`src/rfb_pkg.sv`:
```
// Shared constants and types for the random blink fader.
`default_nettype none

package rfb_pkg;

    localparam logic [31:0] SEED_RESET      = 32'h7F7F_2C21;
    localparam logic [7:0]  THRESHOLD_RESET = 8'd250;
    localparam logic [7:0]  WAIT_RESET      = 8'd50;
    localparam logic [7:0]  WAIT_START      = 8'd1;
    localparam logic [3:0]  DUTY_FULL       = 4'd10;
    localparam logic [7:0]  PWM_PERIOD      = 8'd10;
    localparam logic [7:0]  PWM_HOLD        = 8'd11;

    localparam int CFG_INDEX_W = 2;
    localparam int CFG_DATA_W  = 32;

    typedef enum logic [CFG_INDEX_W-1:0] {
        REG_THRESHOLD = 2'd0,
        REG_ROLL_WAIT = 2'd1,
        REG_SEED      = 2'd2
    } cfg_reg_t;

    typedef logic [7:0] byte_t;

endpackage

`default_nettype wire

```
`src/rfb_if.sv`:
```
// Valid/ready channels for tick beats and result beats.
`default_nettype none

interface rfb_tick_if;
    logic valid;
    logic ready;
    logic tick;

    modport source (output valid, output tick, input ready);
    modport sink   (input valid, input tick, output ready);
endinterface

interface rfb_result_if;
    logic       valid;
    logic       ready;
    logic       eyes_on;
    logic       rolled;
    logic [7:0] roll_value;
    logic       blinking;

    modport source (output valid, output eyes_on, output rolled, output roll_value,
                    output blinking, input ready);
    modport sink   (input valid, input eyes_on, input rolled, input roll_value,
                    input blinking, output ready);
endinterface

`default_nettype wire

```
`src/rfb_lfsr.sv`:
```
// Byte-wise 32-bit LFSR kept as a rotating line of four bytes.
`default_nettype none

module rfb_lfsr
    import rfb_pkg::*;
(
    input  wire logic        clk,
    input  wire logic        rst_n,
    input  wire logic        load,
    input  wire logic [31:0] seed,
    input  wire logic        roll,
    output      byte_t       roll_byte
);

    // Position 0 always holds the current byte, so the index is implicit.
    byte_t gen_reg [4];
    byte_t mix_next;
    byte_t a;
    byte_t b;

    assign a = gen_reg[0];
    assign b = gen_reg[1];
    assign roll_byte = a;

    always_comb
    begin
        mix_next = a ^ {a[5:0], b[7:6]} ^ {a[1:0], b[7:2]} ^ {a[0], b[7:1]};
    end

    always_ff @(posedge clk or negedge rst_n)
    begin
        if (!rst_n)
        begin
            gen_reg[0] <= SEED_RESET[7:0];
            gen_reg[1] <= SEED_RESET[15:8];
            gen_reg[2] <= SEED_RESET[23:16];
            gen_reg[3] <= SEED_RESET[31:24];
        end
        else if (load)
        begin
            gen_reg[0] <= seed[7:0];
            gen_reg[1] <= seed[15:8];
            gen_reg[2] <= seed[23:16];
            gen_reg[3] <= seed[31:24];
        end
        else if (roll)
        begin
            // Replace the current byte and advance to the next one.
            gen_reg[0] <= gen_reg[1];
            gen_reg[1] <= gen_reg[2];
            gen_reg[2] <= gen_reg[3];
            gen_reg[3] <= mix_next;
        end
    end

endmodule

`default_nettype wire

```
`src/random_blink_fader_top.sv`:
```
// Random blink fader: one tick beat in, one result beat out, every clock if both sides allow.
// Each accepted tick beat is processed combinationally: the state and result registers load
// at the accepting edge, so the block sustains one beat per cycle while result_out is ready,
// and the result appears in the cycle after acceptance. A tick either counts down the wait,
// rolls the byte-wise LFSR (a byte above threshold starts a blink), or advances the 10-step
// PWM fade. Writing the seed register reloads the generator. No clearing pass follows reset.
`default_nettype none

module random_blink_fader_top
    import rfb_pkg::*;
(
    input  wire logic                   clk,
    input  wire logic                   rst_n,
    rfb_tick_if.sink                    tick_in,
    rfb_result_if.source                result_out,
    input  wire logic                   cfg_we,
    input  wire logic [CFG_INDEX_W-1:0] cfg_index,
    input  wire logic [CFG_DATA_W-1:0]  cfg_data
);

    byte_t      threshold_reg;
    byte_t      roll_wait_reg;
    logic       blink_reg,  blink_next;
    byte_t      wait_reg,   wait_next;
    byte_t      pwm_reg,    pwm_next;
    logic [3:0] duty_reg,   duty_next;
    logic       rising_reg, rising_next;
    logic       lit_reg,    lit_next;
    byte_t      last_roll_reg, last_roll_next;
    logic       rolled_next;

    logic       out_valid_reg;
    logic       out_eyes_reg;
    logic       out_rolled_reg;
    byte_t      out_value_reg;
    logic       out_blink_reg;

    logic       accept;
    logic       roll;
    logic       seed_load;
    byte_t      roll_byte;
    byte_t      pwm_inc;
    cfg_reg_t   cfg_sel;

    assign cfg_sel   = cfg_reg_t'(cfg_index);
    assign seed_load = cfg_we && (cfg_sel == REG_SEED);

    // Take a new beat whenever the result register is free or draining.
    assign tick_in.ready = !out_valid_reg || result_out.ready;
    assign accept        = tick_in.valid && tick_in.ready;
    assign roll          = accept && tick_in.tick && !blink_reg && (wait_reg <= WAIT_START);

    rfb_lfsr u_lfsr (
        .clk       (clk),
        .rst_n     (rst_n),
        .load      (seed_load),
        .seed      (cfg_data),
        .roll      (roll),
        .roll_byte (roll_byte)
    );

    always_ff @(posedge clk or negedge rst_n)
    begin
        if (!rst_n)
        begin
            threshold_reg <= THRESHOLD_RESET;
            roll_wait_reg <= WAIT_RESET;
        end
        else if (cfg_we)
        begin
            case (cfg_sel)
                REG_THRESHOLD: threshold_reg <= cfg_data[7:0];
                REG_ROLL_WAIT: roll_wait_reg <= cfg_data[7:0];
                default:       ;
            endcase
        end
    end

    assign pwm_inc = pwm_reg + 8'd1;

    always_comb
    begin
        blink_next     = blink_reg;
        wait_next      = wait_reg;
        pwm_next       = pwm_reg;
        duty_next      = duty_reg;
        rising_next    = rising_reg;
        lit_next       = lit_reg;
        last_roll_next = last_roll_reg;
        rolled_next    = 1'b0;
        if (tick_in.tick)
        begin
            if (blink_reg)
            begin
                if (pwm_reg == {4'd0, duty_reg})
                    lit_next = 1'b0;
                else if (pwm_reg == 8'd0)
                    lit_next = 1'b1;
                pwm_next = pwm_inc;
                if (pwm_inc == PWM_PERIOD)
                begin
                    pwm_next = 8'd0;
                    if (rising_reg)
                        duty_next = duty_reg + 4'd1;
                    else
                    begin
                        duty_next = duty_reg - 4'd1;
                        // Fully dark: hold off for one long counter wrap.
                        if (duty_next == 4'd0)
                        begin
                            pwm_next    = PWM_HOLD;
                            rising_next = 1'b1;
                        end
                    end
                end
                if (rising_next && duty_next == DUTY_FULL)
                begin
                    lit_next   = 1'b1;
                    blink_next = 1'b0;
                    wait_next  = roll_wait_reg;
                end
            end
            else if (wait_reg <= WAIT_START)
            begin
                last_roll_next = roll_byte;
                rolled_next    = 1'b1;
                if (roll_byte > threshold_reg)
                begin
                    blink_next  = 1'b1;
                    pwm_next    = 8'd0;
                    duty_next   = DUTY_FULL;
                    rising_next = 1'b0;
                end
                else
                    wait_next = roll_wait_reg;
            end
            else
                wait_next = wait_reg - 8'd1;
        end
    end

    always_ff @(posedge clk or negedge rst_n)
    begin
        if (!rst_n)
        begin
            blink_reg     <= 1'b0;
            wait_reg      <= WAIT_START;
            pwm_reg       <= 8'd0;
            duty_reg      <= DUTY_FULL;
            rising_reg    <= 1'b0;
            lit_reg       <= 1'b1;
            last_roll_reg <= 8'd0;
        end
        else if (accept)
        begin
            blink_reg     <= blink_next;
            wait_reg      <= wait_next;
            pwm_reg       <= pwm_next;
            duty_reg      <= duty_next;
            rising_reg    <= rising_next;
            lit_reg       <= lit_next;
            last_roll_reg <= last_roll_next;
        end
    end

    always_ff @(posedge clk or negedge rst_n)
    begin
        if (!rst_n)
            out_valid_reg <= 1'b0;
        else if (accept)
            out_valid_reg <= 1'b1;
        else if (result_out.ready)
            out_valid_reg <= 1'b0;
    end

    always_ff @(posedge clk)
    begin
        if (accept)
        begin
            out_eyes_reg   <= lit_next;
            out_rolled_reg <= rolled_next;
            out_value_reg  <= last_roll_next;
            out_blink_reg  <= blink_next;
        end
    end

    assign result_out.valid      = out_valid_reg;
    assign result_out.eyes_on    = out_eyes_reg;
    assign result_out.rolled     = out_rolled_reg;
    assign result_out.roll_value = out_value_reg;
    assign result_out.blinking   = out_blink_reg;

    // A blink starts only on a roll, and that beat reports the roll.
    a_blink_start_on_roll: assert property (@(posedge clk) disable iff (!rst_n)
        (blink_reg && !$past(blink_reg)) |-> (out_rolled_reg && out_blink_reg))
        else $error("blink started without a roll");

    a_duty_range: assert property (@(posedge clk) disable iff (!rst_n)
        duty_reg <= DUTY_FULL)
        else $error("duty level above full");

    // Hold a stalled result beat unchanged until it is taken.
    a_out_hold: assert property (@(posedge clk) disable iff (!rst_n)
        (out_valid_reg && !result_out.ready) |=>
        (out_valid_reg &&
         $stable({out_eyes_reg, out_rolled_reg, out_value_reg, out_blink_reg})))
        else $error("result beat changed while stalled");

    a_lit_when_waiting: assert property (@(posedge clk) disable iff (!rst_n)
        !blink_reg |-> lit_reg)
        else $error("eyes dark while waiting");

endmodule

`default_nettype wire
```
`src/flat_wrapper.sv`:
```
// flat-port wrapper written by rule: the top's interface ports become plain ports
module random_blink_fader_top_flat import rfb_pkg::*;
  (clk, rst_n, cfg_we, cfg_index, cfg_data, tick_in_valid, tick_in_tick, tick_in_ready, result_out_valid, result_out_eyes_on, result_out_rolled, result_out_roll_value, result_out_blinking, result_out_ready);
  rfb_tick_if tick_in_i ();
  rfb_result_if result_out_i ();
  input  wire logic clk;
  input  wire logic rst_n;
  input  wire logic cfg_we;
  input  wire logic [CFG_INDEX_W-1:0] cfg_index;
  input  wire logic [CFG_DATA_W-1:0] cfg_data;
  input wire logic [$bits(tick_in_i.valid)-1:0] tick_in_valid;
  input wire logic [$bits(tick_in_i.tick)-1:0] tick_in_tick;
  output wire logic [$bits(tick_in_i.ready)-1:0] tick_in_ready;
  output wire logic [$bits(result_out_i.valid)-1:0] result_out_valid;
  output wire logic [$bits(result_out_i.eyes_on)-1:0] result_out_eyes_on;
  output wire logic [$bits(result_out_i.rolled)-1:0] result_out_rolled;
  output wire logic [$bits(result_out_i.roll_value)-1:0] result_out_roll_value;
  output wire logic [$bits(result_out_i.blinking)-1:0] result_out_blinking;
  input wire logic [$bits(result_out_i.ready)-1:0] result_out_ready;
  assign tick_in_i.valid = tick_in_valid;
  assign tick_in_i.tick = tick_in_tick;
  assign tick_in_ready = tick_in_i.ready;
  assign result_out_valid = result_out_i.valid;
  assign result_out_eyes_on = result_out_i.eyes_on;
  assign result_out_rolled = result_out_i.rolled;
  assign result_out_roll_value = result_out_i.roll_value;
  assign result_out_blinking = result_out_i.blinking;
  assign result_out_i.ready = result_out_ready;
  random_blink_fader_top u_core (.clk(clk), .rst_n(rst_n), .tick_in(tick_in_i), .result_out(result_out_i), .cfg_we(cfg_we), .cfg_index(cfg_index), .cfg_data(cfg_data));
endmodule
```
`config.mk`:
```
export PLATFORM = sky130hd
export DESIGN_NAME = random_blink_fader_top_flat
export DESIGN_NICKNAME = d
export VERILOG_FILES = /design/src/rfb_pkg.sv /design/src/rfb_if.sv /design/src/rfb_lfsr.sv /design/src/random_blink_fader_top.sv /design/src/flat_wrapper.sv
export SDC_FILE = /design/constraint.sdc
export NUM_CORES = 1
export LEC_CHECK = 0
export ABC_AREA = 0
export CAP_MARGIN = 10
export CORE_UTILIZATION = 40
export DETAILED_ROUTE_END_ITERATION = 6
export DONT_BUFFER_PORTS = 1
export GPL_TIMING_DRIVEN = 0
export HOLD_SLACK_MARGIN = 0.12
export PLACE_DENSITY = 0.65
export SLEW_MARGIN = 5
export SYNTH_ARGS = -nofsm -noshare
export SYNTH_HDL_FRONTEND = slang
export SYNTH_SLANG_ARGS = --single-unit
```
`constraint.sdc`:
```
create_clock -name clk -period 2.7 [get_ports clk]
set_input_delay 0.405 -clock clk [delete_from_list [all_inputs] [get_ports clk]]
set_output_delay 0.405 -clock clk [all_outputs]
set_load 0.005 [all_outputs]
```
# Word-level counts from Yosys, hierarchy flattened
# Index checks and enable logic that the tools add are counted.
[classes]
addsub = 4
n_div = 0
n_bitwise = 4
n_mux = 43
shift = 0
multipliers = 0
reduce_logical = 21
n_eq_ne = 7
magnitude_cmp = 2
[ops]
columns = ["op", "count"]
rows = [
  ["8-bit 2-to-1 mux", 12],
  ["32-bit 2-to-1 mux", 2],
  ["4-bit 2-to-1 mux", 8],
  ["8-bit XOR", 3],
  ["1-bit 2-to-1 mux", 21],
  ["8-bit by 1-bit adder with 8-bit output, second input constant", 1],
  ["8-bit by 4-bit equality test with 1-bit output", 1],
  ["8-bit by 4-bit equality test with 1-bit output, second input constant", 1],
  ["8-bit > comparator", 1],
  ["8-bit by 1-bit less-or-equal comparator with 1-bit output, second input constant", 1],
  ["8-bit logical NOT", 1],
  ["4-bit AND reduction", 2],
  ["2-bit nonzero test", 4],
  ["8-bit by 1-bit subtractor with 8-bit output, second input constant", 1],
  ["1-bit logical AND", 6],
  ["4-bit by 1-bit adder with 4-bit output, second input constant", 1],
  ["4-bit equality test, second input constant", 1],
  ["4-bit logical NOT", 1],
  ["2-bit AND reduction", 2],
  ["4-bit by 1-bit subtractor with 4-bit output, second input constant", 1],
  ["3-bit by 2-bit inequality test with 1-bit output, second input constant", 1],
  ["2-bit by 1-bit equality test with 1-bit output, second input constant", 1],
  ["2-bit equality test, second input constant", 1],
  ["1-bit logical NOT", 2],
  ["other kinds (5)", 5],
]
[totals]
mem_bits_rw = 0
mem_count = 0
latchBits = 0
mem_bits_ro = 0
elab_cells = 99
input_bits = 40
ff_bits = 91

# Longest topological paths before layout
# Gate-level depths: netlist of run 1.
[logic_depth]
ltp_word = 11
ltp_mapped = 11

# Hierarchy
# A second synthesis of run 1 with hierarchy kept.
[unflattened]
cells_unflattened = 511
hier_area_um2 = 5178.7
[by_module_without_submodules]
columns = ["module", "area_each_um2", "seq_area_each_um2", "cells_per_inst", "instances"]
rows = [
  ["random_blink_fader_top", 3413.3, 1547.7, 338, 1],
  ["rfb_lfsr", 1765.4, 824.5, 173, 1],
]

# Worst setup path after synthesis of run 1
# No wires, ideal clock.
[synth_path]
path_kind = "register to register"
from = "register u_core.wait_reg[4]"
to = "register u_core.last_roll_reg[0]"
arrival_time_ns = 2.317
path_stages_with_launch = 7
setup_slack_ns = 0.258
required_time_ns = 2.575
path_buffers = 1
cell_sequence = "dfrtp_1 -> or3_1 -> or4b_1 -> nor3b_1 -> buf_2 -> mux2_1 -> mux2_2"
[synth_via]
elab_chain_cells = 4
[synth_rtl]
columns = ["element", "line_no", "rtl"]
rows = [
  ["start, declared", "random_blink_fader_top.sv:24", "byte_t wait_reg, wait_next;"],
  ["start signal, assigned", "random_blink_fader_top.sv:157", "wait_reg <= wait_next;"],
  ["8-bit by 1-bit less-or-equal comparator with 1-bit output", "random_blink_fader_top.sv:123", "else if (wait_reg <= WAIT_START)"],
  ["8-bit 2-to-1 mux", "random_blink_fader_top.sv:123", ""],
  ["8-bit 2-to-1 mux", "random_blink_fader_top.sv:93", "if (blink_reg)"],
  ["8-bit 2-to-1 mux", "random_blink_fader_top.sv:91", "if (tick_in.tick)"],
  ["via u_core.last_roll_next[0]", "random_blink_fader_top.sv:29", "byte_t last_roll_reg, last_roll_next;"],
  ["end signal, assigned", "random_blink_fader_top.sv:162", "last_roll_reg <= last_roll_next;"],
  ["end, declared", "random_blink_fader_top.sv:29", ""],
]
# The timed path passes the listed nets, and every way through them passes these cells.
# A chain may end at the register's enable or synchronous reset.

# Final worst setup path of run 1
[layout_path]
from = "register u_core.wait_reg[4]"
to = "register u_core.last_roll_reg[4]"
# The elaborated chain is that of the path after synthesis.

==> results of run 1 <==
worst max path at each step:
stage / startpoint / end / slack, ps / cells past startpoint
after floorplan: u_core.wait_reg[4] / u_core.last_roll_reg[0] / 260 / 6
after global placement: result_out_ready / u_core.u_lfsr.roll_byte[1] / -170 / 9
after detailed placement: result_out_ready / u_core.u_lfsr.roll_byte[1] / -280 / 9
after CTS: u_core.wait_reg[4] / u_core.last_roll_reg[4] / 20 / 6
after global routing: u_core.pwm_reg[1] / u_core.result_out.eyes_on / -9 / 8
final: u_core.wait_reg[4] / u_core.last_roll_reg[4] / 100 / 6
layout by cell type (no fill, tap or decap), types with 5 or more instances in the layout:
cell and instances:
sky130_fd_sc_hd__nand3_1 6, sky130_fd_sc_hd__nand2b_1 5, sky130_fd_sc_hd__inv_1 17, sky130_fd_sc_hd__o21ai_1 42
sky130_fd_sc_hd__clkbuf_1 19, sky130_fd_sc_hd__buf_2 5, sky130_fd_sc_hd__and2_1 5, sky130_fd_sc_hd__mux2_2 18
sky130_fd_sc_hd__o21ai_0 29, sky130_fd_sc_hd__xnor2_1 26, sky130_fd_sc_hd__mux2_1 8, sky130_fd_sc_hd__dfstp_2 32
sky130_fd_sc_hd__xor2_1 5, sky130_fd_sc_hd__edfxtp_1 11, sky130_fd_sc_hd__dfrtp_1 47, sky130_fd_sc_hd__o22ai_1 7
sky130_fd_sc_hd__a31oi_1 5, sky130_fd_sc_hd__mux2i_1 26, sky130_fd_sc_hd__clkbuf_16 9, sky130_fd_sc_hd__a21oi_1 16
sky130_fd_sc_hd__nor2_1 22, sky130_fd_sc_hd__nand2_1 69, sky130_fd_sc_hd__ha_1 16
what timing repair did:
action,4_1_cts,5_1_grt
pin swaps,0,5
hold buffers,2,0
resized for setup,2,21
setup endpoints to repair,42,52
setup buffers,0,1
endpoints found under the hold margin,80,0
per-stage QoR:
stage	TNS (ps)	std cells	setup slack [ps]
floorplan	0	511	258
global placement	-4020	679	-169
detailed placement	-7760	679	-278
CTS	0	695	19.9
global route	-8.80	694	-8.80
finish	0	694	98.5
worst register-to-register path: stages, from the launching register on:
cell	delay [ps]
sky130_fd_sc_hd__dfrtp_1	430
sky130_fd_sc_hd__or3_1	430
sky130_fd_sc_hd__or4b_4	540
sky130_fd_sc_hd__nor3b_1	230
sky130_fd_sc_hd__buf_4	210
sky130_fd_sc_hd__mux2_1	370
sky130_fd_sc_hd__mux2_2	280
logic make-up (layout without fill, tap and decap cells):
| kind of cell | after synthesis | after routing | synth area share |
|---|---|---|---|
| AOI/OAI and AO/OA | 130 | 130 | 0.157 |
| buffers and inverters | 50 | 65 | 0.0401 |
| and+or+nand+nor | 141 | 141 | 0.131 |
| muxes | 52 | 52 | 0.109 |
| xor gates and xnor gates | 31 | 31 | 0.0538 |
| adders and majority gates | 16 | 16 | 0.0396 |
| DFF | 91 | 91 | 0.470 |
area by class of cell:
type                            instances  area, µm²  area share
Inverter                               18       67.6      0.0118
Clock inverter                          5       77.6      0.0136
Tap cell                              168        210      0.0369
Timing Repair Buffer                    3       45.0     0.00790
Clock buffer                           11        243      0.0426
Sequential cell                        91       2370       0.416
Multi-Input combinational cell        370       2560       0.449
Buffer                                 28        125      0.0219
power groups by stage:
stage	combinational, mW	sequential [mW]	clock [mW]
CTS	2.04	2.27	1.39
global route	2.42	2.33	1.44
finish	2.13	2.27	1.36
floorplan	1.63	2.16	0
global placement	1.94	2.26	0
detailed placement	2.01	2.28	0
routing by layer:
| layer | GRT usage | routed length (µm) |
|---|---|---|
| met1 | 0.270 | 5500 |
| met4 | 0.0519 | 103 |
| met5 | 0 | 0 |
| met3 | 0.0656 | 786 |
| met2 | 0.270 | 5290 |
==> impl_metrics.sql, run 1 <==
INSERT INTO impl_metrics (metric_group, metric, value, unit) VALUES
('synthesis', 'synth-seq-area-share', '0.470', ''),
('sta', 'fin_hold_ws', '164', 'ps'),
('sta', 'worst_slew_pin_slew', '817', 'ps'),
('placed_design', 'gp_congestion', '0.821', ''),
('floorplan', 'fp.dieW', '114', 'µm'),
('synthesis', 'yosys_register_bits', '91', ''),
('floorplan', 'initial_core_util', '0.415', ''),
('power', 'p_sw_frac', '0.360', ''),
('synthesis', 'synth-async-reset-ratio', '0.879', ''),
('finish', 'post_route_cells_drive_above_1_share', '0.184', ''),
('setup_path', 'ff2ff_path_depth', '6', ''),
('synthesis', 'synth.avg_cell_area', '9.88', 'µm²'),
('clock_tree', 'ctsLongestPathBuffers', '2', ''),
('hold_path', 'hold_start', 'tick_in_valid', ''),
('synthesis', 'synth_most_common_cell', 'sky130_fd_sc_hd__nand2_1', ''),
('synthesis', 'yosys.area.top_type', 'sky130_fd_sc_hd__dfrtp_1', ''),
('detailed_routing', 'postRouteAntennaNets', '0', ''),
('setup_path', 'cp_max_fo', '9', ''),
('hold_path', 'worst_hold_path.num_cells', '1', ''),
('detailed_routing', 'detailedRoute.firstPassIterationCount', '4', ''),
('synthesis', 'synth_edf_count', '11', ''),
('hold_path', 'end_point_of_the_most_critical_hold_path', 'u_core.result_out.valid', ''),
('power', 'switching_power', '2.07', 'mW'),
('global_routing', 'global_route.overflow_total', '0', ''),
('setup_path', 'path_delay_family', 'simple AND/OR/NAND/NOR gates', ''),
('clock_tree', 'tritoncts', 'yes', ''),
('synthesis', 'top_cells_by_instance_count_after_synthesis', '69 x sky130_fd_sc_hd__nand2_1, 48 x sky130_fd_sc_hd__dfrtp_1, 43 x sky130_fd_sc_hd__o21ai_1', ''),
('clock_tree', 'cts.reportedPaths.clkPinSlew', '60', 'ps'),
('finish', 'flip_flop_count_of_the_largest_register_after_layout', '16', ''),
('clock_tree', 'cts-buffers-inserted', '9', ''),
('setup_path', 'critPathCaptureType', 'flop', ''),
('synthesis', 'synthesized_area', '5050', 'µm²'),
('setup_path', 'worstPathArrival', '2830', 'ps'),
('global_routing', 'first_global_vias', '3731', ''),
('power', 'pwr_density_cell', '1010', 'nW/µm²'),
('floorplan', 'design.portCount', '53', ''),
('setup_path', 'crit_type', 'reg2reg', ''),
('power', 'power.total', '5.76', 'mW'),
('detailed_routing', 'routed_wirelength', '11700', 'µm'),
('power', 'ir_worst_vdd', '0.543', 'mV'),
('detailed_routing', 'initialDrtViolationCount', '265', ''),
('power', 'seqPwrFrac', '0.394', ''),
('detailed_routing', 'viasPerCell', '5.47', ''),
('finish', 'design_area', '5700', 'µm²'),
('clock_tree', 'htreeDepth', '3', ''),
('finish', 'syn_to_final_growth', '12.9', '%'),
('detailed_routing', 'detailed_route_drc_error_count', '0', ''),
('status', 'status', 'finished clean', ''),
('floorplan', 'placement_rows', '40', ''),
('global_routing', 'globalRouteTotalUtil', '0.189', ''),
('global_routing', 'antenna_violations_before_repair', '0', ''),
('global_routing', 'largest_net_degree_at_the_start_of_global_routing', '81', ''),
('sta', 'timing_hold_violations_final', '0', ''),
('clock_tree', 'cts.sinks', '91', ''),
('finish', 'final_net_count', '577', ''),
('synthesis', 'dominantRegCellSynth', 'sky130_fd_sc_hd__dfrtp_1', ''),
('finish', 'fillers', '1112', ''),
('floorplan', 'die_height', '114', 'µm'),
('synthesis', 'number_of_distinct_standard_cells_referenced_by_the_synthesized_netlist', '59', ''),
('setup_path', 'launch_instance_of_the_worst_register_to_register_path', 'u_core.wait_reg[4]', ''),
('placed_design', 'dp_hpwl', '8260', 'µm'),
('power', 'design_internal_power', '3.69', 'mW'),
('floorplan', 'die_area', '13100', 'µm²'),
('sta', 'timing.final.setup_violations', '0', ''),
('setup_path', 'regToRegEndpoint', 'u_core.last_roll_reg[4]', ''),
('setup_path', 'cp_data_required_time', '2930', 'ps'),
('synthesis', 'synth.area.top_cells', 'sky130_fd_sc_hd__dfrtp_1 24%, sky130_fd_sc_hd__dfstp_2 17%, sky130_fd_sc_hd__edfxtp_1 6.5%, sky130_fd_sc_hd__mux2i_1 5.2%, sky130_fd_sc_hd__nand2_1 5.1%', ''),
('detailed_routing', 'wl_per_cell', '16.8', 'µm'),
('synthesis', 'synth_cells', '511', ''),
('placed_design', 'placedInstanceArea', '5260', 'µm²'),
('finish', 'antenna_cells_inserted', '0', '');
Power figures use the tool's default switching activity.
==> run 2, diff against run 1 <==
==> constraint.sdc (replaced) <==
create_clock -name clk -period 2.8 [get_ports clk]
set_input_delay 0.42 -clock clk [delete_from_list [all_inputs] [get_ports clk]]
set_output_delay 0.42 -clock clk [all_outputs]
set_load 0.005 [all_outputs]
==> impl_metrics.sql, run 2 (synthesized netlist as in run 1, its figures left out) <==
INSERT INTO impl_metrics (metric_group, metric, value, unit) VALUES
('finish', 'final_cell_mix', '69 x sky130_fd_sc_hd__nand2_1, 48 x sky130_fd_sc_hd__dfrtp_1, 43 x sky130_fd_sc_hd__o21ai_1, 32 x sky130_fd_sc_hd__dfstp_2, 29 x sky130_fd_sc_hd__o21ai_0', ''),
('setup_path', 'critical_path.slowest_cell', 'sky130_fd_sc_hd__or4b_1', ''),
('detailed_routing', 'postRouteAntennaNets', '0', ''),
('detailed_routing', 'routed_wirelength', '11600', 'µm'),
('sta', 'worst_slew_pin_slew', '824', 'ps'),
('sta', 'fmax', '371', 'MHz'),
('clock_tree', 'clock_tree.root_cell', 'sky130_fd_sc_hd__clkbuf_16', ''),
('placed_design', 'place_worst_setup_slack', '-193', 'ps'),
('power', 'pwr_density_cell', '976', 'nW/µm²'),
('finish', 'design_area', '5630', 'µm²'),
('global_routing', 'first_global_vias', '3745', ''),
('sta', 'max_slew_headroom', '0.450', ''),
('floorplan', 'floorplan.core_area', '12200', 'µm²'),
('floorplan', 'die_area', '13100', 'µm²'),
('setup_path', 'regToRegEndpoint', 'u_core.last_roll_reg[4]', ''),
('setup_path', 'cp_data_required_time', '3030', 'ps'),
('setup_path', 'critical_path.max_stage_delay', '580', 'ps'),
('detailed_routing', 'detailed_route_drc_error_count', '0', ''),
('finish', 'antenna_cells_inserted', '0', ''),
('finish', 'flip_flop_count_of_the_largest_register_after_layout', '16', ''),
('sta', 'timing.final.setup_violations', '0', ''),
('sta', 'final_period_minus_worst_setup_slack', '2700', 'ps'),
('detailed_routing', 'met2_wirelength', '5070', 'µm'),
('clock_tree', 'htreeDepth', '3', ''),
('sta', 'unrepaired_setup_endpoints_after_global_routing', 'false', ''),
('power', 'ir_worst_vdd', '0.525', 'mV'),
('floorplan', 'die_height', '114', 'µm'),
('finish', 'finish.utilization', '0.463', ''),
('detailed_routing', 'met3_length', '748', 'µm'),
('hold_path', 'holdCritPathClass', 'in2reg', ''),
('sta', 'timing_max_transition_violations_final', '0', ''),
('clock_tree', 'cts.reportedPaths.clkPinSlew', '60', 'ps'),
('clock_tree', 'cts.sinks', '91', ''),
('clock_tree', 'ctsLongestPathBuffers', '2', ''),
('finish', 'post_route_cells_drive_above_1_share', '0.163', ''),
('finish', 'mostFrequentLayoutCell', 'sky130_fd_sc_hd__nand2_1', ''),
('clock_tree', 'cts-buffers-inserted', '9', ''),
('setup_path', 'crit_path_cell_chain', 'or3_1 > or4b_1 > nor3b_1 > buf_2 > mux2_1 > mux2_2', ''),
('detailed_routing', 'm1WireLength', '5640', 'µm'),
('global_routing', 'antenna_violations_before_repair', '0', ''),
('clock_tree', 'cts.repair_timing.setup_buffer_count', '0', ''),
('power', 'power.leakage', '2.41', 'nW'),
('clock_tree', 'tritoncts', 'yes', ''),
('sta', 'post-route-worst-setup-slack', '102', 'ps'),
('detailed_routing', 'wl_per_cell', '16.6', 'µm'),
('hold_path', 'hold_start', 'tick_in_valid', ''),
('setup_path', 'critPathCaptureType', 'flop', ''),
('placed_design', 'placedInstanceArea', '5260', 'µm²'),
('setup_path', 'cp_max_fo', '9', ''),
('placed_design', 'port-buffer-count', '0', ''),
('setup_path', 'ff2ff_path_depth', '6', ''),
('placed_design', 'dp_hpwl', '8260', 'µm'),
('clock_tree', 'worst_skew_pair.late_latency', '350', 'ps'),
('detailed_routing', 'top_layer', 'met4', ''),
('floorplan', 'placement_rows', '40', ''),
('setup_path', 'launch_instance_of_the_worst_register_to_register_path', 'u_core.wait_reg[4]', ''),
('detailed_routing', 'detailedRoute.firstPassIterationCount', '5', ''),
('floorplan', 'design.portCount', '53', ''),
('detailed_routing', 'initialDrtViolationCount', '295', ''),
('setup_path', 'worstPathBufferInverterCount', '1', ''),
('hold_path', 'end_point_of_the_most_critical_hold_path', 'u_core.result_out.valid', ''),
('setup_path', 'path_delay_family', 'simple AND/OR/NAND/NOR gates', ''),
('hold_path', 'worst_hold_path.num_cells', '1', ''),
('global_routing', 'wire_length_of_the_first_global_routing_pass', '19000', 'µm'),
('sta', 'timing_hold_violations_final', '0', ''),
('finish', 'syn_to_final_growth', '11.4', '%'),
('flow_run', 'maxCapViolCount', '0', ''),
('setup_path', 'timing.critical_path.from_type', 'flop', ''),
('status', 'status', 'finished clean', ''),
('floorplan', 'initial_core_util', '0.415', ''),
('sta', 'clock-skew-final', '5.90', 'ps'),
('global_routing', 'globalRouteTotalUtil', '0.189', ''),
('global_routing', 'largest_net_degree_at_the_start_of_global_routing', '81', ''),
('setup_path', 'worstPathArrival', '2930', 'ps'),
('finish', 'final_net_count', '579', ''),
('setup_path', 'crit_type', 'reg2reg', ''),
('detailed_routing', 'viasPerCell', '5.47', ''),
('setup_path', 'r2r_setup_slack', '100', 'ps'),
('floorplan', 'fp.dieW', '114', 'µm'),
('sta', 'min_period_over_period', '0.964', ''),
('sta', 'fin_hold_ws', '178', 'ps'),
('placed_design', 'gp_congestion', '0.821', ''),
('global_routing', 'global_route.overflow_total', '0', ''),
('detailed_routing', 'routed_vias', '3807', '');
==> run 2: layout make-up <==
class                      instances  area (µm²)
buffer                            31         134
clock buffer                      11         243
clock inverter                     5        77.6
fill                            1116        6540
inverter                          18        67.6
multi-input combinational        370        2480
sequential                        91        2370
tap                              168         210
timing repair buffer               2        37.5
==> run 2: worst reg2reg max path: stages, from the launching register on <==
cell and delay, ps:
sky130_fd_sc_hd__dfrtp_1 430, sky130_fd_sc_hd__or3_1 420, sky130_fd_sc_hd__or4b_1 580, sky130_fd_sc_hd__nor3b_1 230
sky130_fd_sc_hd__buf_2 260, sky130_fd_sc_hd__mux2_1 380, sky130_fd_sc_hd__mux2_2 280
==> run 2: repair_timing <==
| action | 4_1_cts | 5_1_grt |
|---|---|---|
| hold buffers | 2 | 0 |
| setup endpoints to repair | 37 | 43 |
| pin swaps | 0 | 2 |
| cloned | 0 | 0 |
| hold endpoints to repair | 80 | 0 |
| gates resized for setup | 1 | 6 |
==> run 2: how the worst max path moves through the flow <==
stage                       startpoint  depth (start not counted)                    endpoint
floorplan           u_core.wait_reg[4]                          6     u_core.last_roll_reg[0]
global placement      result_out_ready                          9  u_core.u_lfsr.roll_byte[1]
detailed placement    result_out_ready                          9  u_core.u_lfsr.roll_byte[1]
CTS                 u_core.duty_reg[0]                         11          u_core.wait_reg[7]
global route        u_core.wait_reg[4]                          6     u_core.last_roll_reg[7]
finish              u_core.wait_reg[4]                          6     u_core.last_roll_reg[4]
==> run 2: metal layers <==
metal  global-route usage  up-vias
met1                0.271     1855
met3               0.0656       13
met5                    0        -
li1                     -     1824
met2                0.270      115
met4               0.0519        0
==> run 2: power by group <==
group	internal (mW)	switching [mW]	leakage (nW)
logic	0.874	1.13	1.20
registers	1.85	0.325	1.05
clock network	0.804	0.513	0.156
==> run 2: metrics by stage <==
stage,power (mW),setup TNS [ps],cells
5_1_grt,5.89,0,696
2_1_floorplan,3.65,0,511
3_3_place_gp,4.04,-1140,679
3_5_place_dp,4.13,-4270,679
4_1_cts,5.50,0,696
6_report,5.49,0,696
==> run 3, diff against run 2 <==
--- a/config.mk
+++ b/config.mk
@@ -7,12 +7,14 @@
 export LEC_CHECK = 0
 export ABC_AREA = 0
 export CAP_MARGIN = 10
+export CELL_PAD_IN_SITES_DETAIL_PLACEMENT = 0
+export CELL_PAD_IN_SITES_GLOBAL_PLACEMENT = 1
 export CORE_UTILIZATION = 40
 export DETAILED_ROUTE_END_ITERATION = 6
 export DONT_BUFFER_PORTS = 1
 export GPL_TIMING_DRIVEN = 0
 export HOLD_SLACK_MARGIN = 0.12
-export PLACE_DENSITY = 0.65
+export PLACE_DENSITY_LB_ADDON = 0.1
 export SLEW_MARGIN = 5
 export SYNTH_ARGS = -nofsm -noshare
 export SYNTH_HDL_FRONTEND = slang
==> impl_metrics.sql, run 3 (synthesized netlist as in run 1, its figures left out) <==
INSERT INTO impl_metrics (metric_group, metric, value, unit) VALUES
('status', 'status', 'finished clean', ''),
('placed_design', 'port-buffer-count', '0', ''),
('placed_design', 'dp_hpwl', '8700', 'µm'),
('placed_design', 'gp_congestion', '0.799', ''),
('power', 'pwr_density_cell', '965', 'nW/µm²'),
('sta', 'timing_hold_violations_final', '0', ''),
('sta', 'max_slew_headroom', '0.431', ''),
('clock_tree', 'htreeDepth', '3', ''),
('placed_design', 'place_worst_setup_slack', '-316', 'ps'),
('floorplan', 'initial_core_util', '0.415', ''),
('finish', 'antenna_cells_inserted', '0', ''),
('finish', 'flip_flop_count_of_the_largest_register_after_layout', '16', ''),
('power', 'power.clock.fraction', '0.237', ''),
('detailed_routing', 'detailedRoute.firstPassIterationCount', '4', ''),
('floorplan', 'die_area', '13100', 'µm²'),
('floorplan', 'fp.dieW', '114', 'µm'),
('finish', 'finish.utilization', '0.462', ''),
('finish', 'mostFrequentLayoutCell', 'sky130_fd_sc_hd__nand2_1', ''),
('placed_design', 'placedInstanceArea', '5260', 'µm²'),
('detailed_routing', 'viasPerCell', '5.29', ''),
('setup_path', 'timing.critical_path.from_type', 'flop', ''),
('sta', 'timing_max_transition_violations_final', '0', ''),
('clock_tree', 'clock_tree.root_cell', 'sky130_fd_sc_hd__clkbuf_16', ''),
('setup_path', 'worstPathArrival', '2910', 'ps'),
('power', 'switching_power', '1.92', 'mW'),
('placed_design', 'placed_cells', '679', ''),
('clock_tree', 'cts.sinks', '91', ''),
('clock_tree', 'tritoncts', 'yes', ''),
('finish', 'syn_to_final_growth', '11.3', '%'),
('global_routing', 'largest_net_degree_at_the_start_of_global_routing', '81', ''),
('power', 'power.leakage', '2.40', 'nW'),
('floorplan', 'design.portCount', '53', ''),
('global_routing', 'first_global_vias', '3765', ''),
('sta', 'clock-skew-final', '8.76', 'ps'),
('power', 'p_sw_frac', '0.354', ''),
('clock_tree', 'cts.repair_timing.setup_buffer_count', '0', ''),
('clock_tree', 'cts.reportedPaths.clkPinSlew', '70', 'ps'),
('detailed_routing', 'postRouteAntennaNets', '0', ''),
('sta', 'fmax', '377', 'MHz'),
('setup_path', 'cp_max_fo', '9', ''),
('setup_path', 'r2r_setup_slack', '150', 'ps'),
('floorplan', 'placement_rows', '40', ''),
('flow_run', 'maxCapViolCount', '0', ''),
('hold_path', 'holdCritPathClass', 'in2reg', ''),
('finish', 'design_area', '5620', 'µm²'),
('finish', 'post_route_cells_drive_above_1_share', '0.161', ''),
('floorplan', 'floorplan.core_area', '12200', 'µm²'),
('setup_path', 'critPathCaptureType', 'flop', ''),
('sta', 'post-route-worst-setup-slack', '146', 'ps'),
('sta', 'final_period_minus_worst_setup_slack', '2650', 'ps'),
('global_routing', 'globalRouteTotalUtil', '0.209', ''),
('finish', 'final_net_count', '578', ''),
('floorplan', 'die_height', '114', 'µm'),
('setup_path', 'crit_type', 'reg2reg', ''),
('power', 'power.combinational.fraction', '0.357', ''),
('detailed_routing', 'initialDrtViolationCount', '228', ''),
('clock_tree', 'worst_skew_pair.late_latency', '340', 'ps'),
('detailed_routing', 'routed_vias', '3676', ''),
('detailed_routing', 'routed_wirelength', '12400', 'µm'),
('sta', 'unrepaired_setup_endpoints_after_global_routing', 'false', ''),
('global_routing', 'antenna_violations_before_repair', '0', ''),
('power', 'design_internal_power', '3.51', 'mW'),
('sta', 'worst_slew_pin_slew', '853', 'ps'),
('clock_tree', 'ctsLongestPathBuffers', '2', ''),
('detailed_routing', 'wl_per_cell', '17.8', 'µm'),
('setup_path', 'cp_data_required_time', '3060', 'ps'),
('clock_tree', 'cts-buffers-inserted', '9', ''),
('power', 'seqPwrFrac', '0.406', ''),
('finish', 'final_cell_mix', '69 x sky130_fd_sc_hd__nand2_1, 48 x sky130_fd_sc_hd__dfrtp_1, 43 x sky130_fd_sc_hd__o21ai_1, 32 x sky130_fd_sc_hd__dfstp_2, 29 x sky130_fd_sc_hd__o21ai_0', ''),
('finish', 'fin_cells', '695', ''),
('sta', 'fin_hold_ws', '193', 'ps'),
('power', 'ir_worst_vdd', '0.429', 'mV'),
('sta', 'timing.final.setup_violations', '0', ''),
('global_routing', 'wire_length_of_the_first_global_routing_pass', '20400', 'µm'),
('sta', 'min_period_over_period', '0.948', ''),
('detailed_routing', 'detailed_route_drc_error_count', '0', ''),
('global_routing', 'global_route.overflow_total', '0', '');
## run 3: path summary, 6_finish.rpt
path | from | endpoint | depth (start not counted)
worst max-delay path | u_core.duty_reg[1] | u_core.wait_reg[7] | 10
worst min-delay path | cfg_data[7] | u_core.threshold_reg[7] | 2
worst max register to register | u_core.duty_reg[1] | u_core.wait_reg[7] | 10
worst min register to register | u_core.u_lfsr.gen_reg[1] | u_core.u_lfsr.gen_reg[1] | 2
max in group asynchronous | rst_n | u_core.threshold_reg[1] | 2
min in group asynchronous | rst_n | u_core.wait_reg[6] | 2
## run 3: what timing repair did
item	4_1_cts	5_1_grt
hold buffers	2	0
endpoints found under the setup margin	41	41
hold endpoints to repair	80	0
resized for setup	2	8
pin swaps	0	1
## run 3: power by group through the flow
stage               Combinational [mW]  Sequential (mW)  Clock (mW)
global placement                  1.88             2.20           0
detailed placement                1.91             2.21           0
floorplan                         1.57             2.08           0
CTS                               1.95             2.19        1.32
finish                            1.93             2.20        1.29
global route                      2.23             2.26        1.37
## run 3: final cells by class
cell class              count  area, µm²
multi-input cells         370       2490
fillers                  1169       6540
inverters                  18       67.6
well taps                 168        210
flip-flops and latches     91       2370
plain buffers              30        133
clock inverters             6       80.1
repair buffers              2       37.5
clock buffers              10        229
## run 3: routing by layer
| layer | wire [µm] | track usage | vias up |
|---|---|---|---|
| met2 | 5630 | 0.315 | 65 |
| met4 | 273 | 0.0892 | 0 |
| met5 | 0 | 0 | - |
| li1 | - | - | 1823 |
| met3 | 492 | 0.0360 | 17 |
| met1 | 5950 | 0.296 | 1771 |
## run 3: through the flow
step	power (mW)	setup TNS, ps
floorplan	3.65	0
global placement	4.08	-8110
detailed placement	4.12	-9910
CTS	5.46	0
global route	5.86	0
finish	5.42	0
## run 3: worst max-delay path, stage by stage (launching register included)
cell and delay (ps):
sky130_fd_sc_hd__dfstp_2 620, sky130_fd_sc_hd__inv_1 90, sky130_fd_sc_hd__ha_1 220, sky130_fd_sc_hd__or2_2 300, sky130_fd_sc_hd__o211ai_1 190, sky130_fd_sc_hd__a32oi_1 180
sky130_fd_sc_hd__nor3b_1 280, sky130_fd_sc_hd__a211oi_1 150, sky130_fd_sc_hd__o21a_1 210, sky130_fd_sc_hd__buf_6 140, sky130_fd_sc_hd__o22ai_1 180
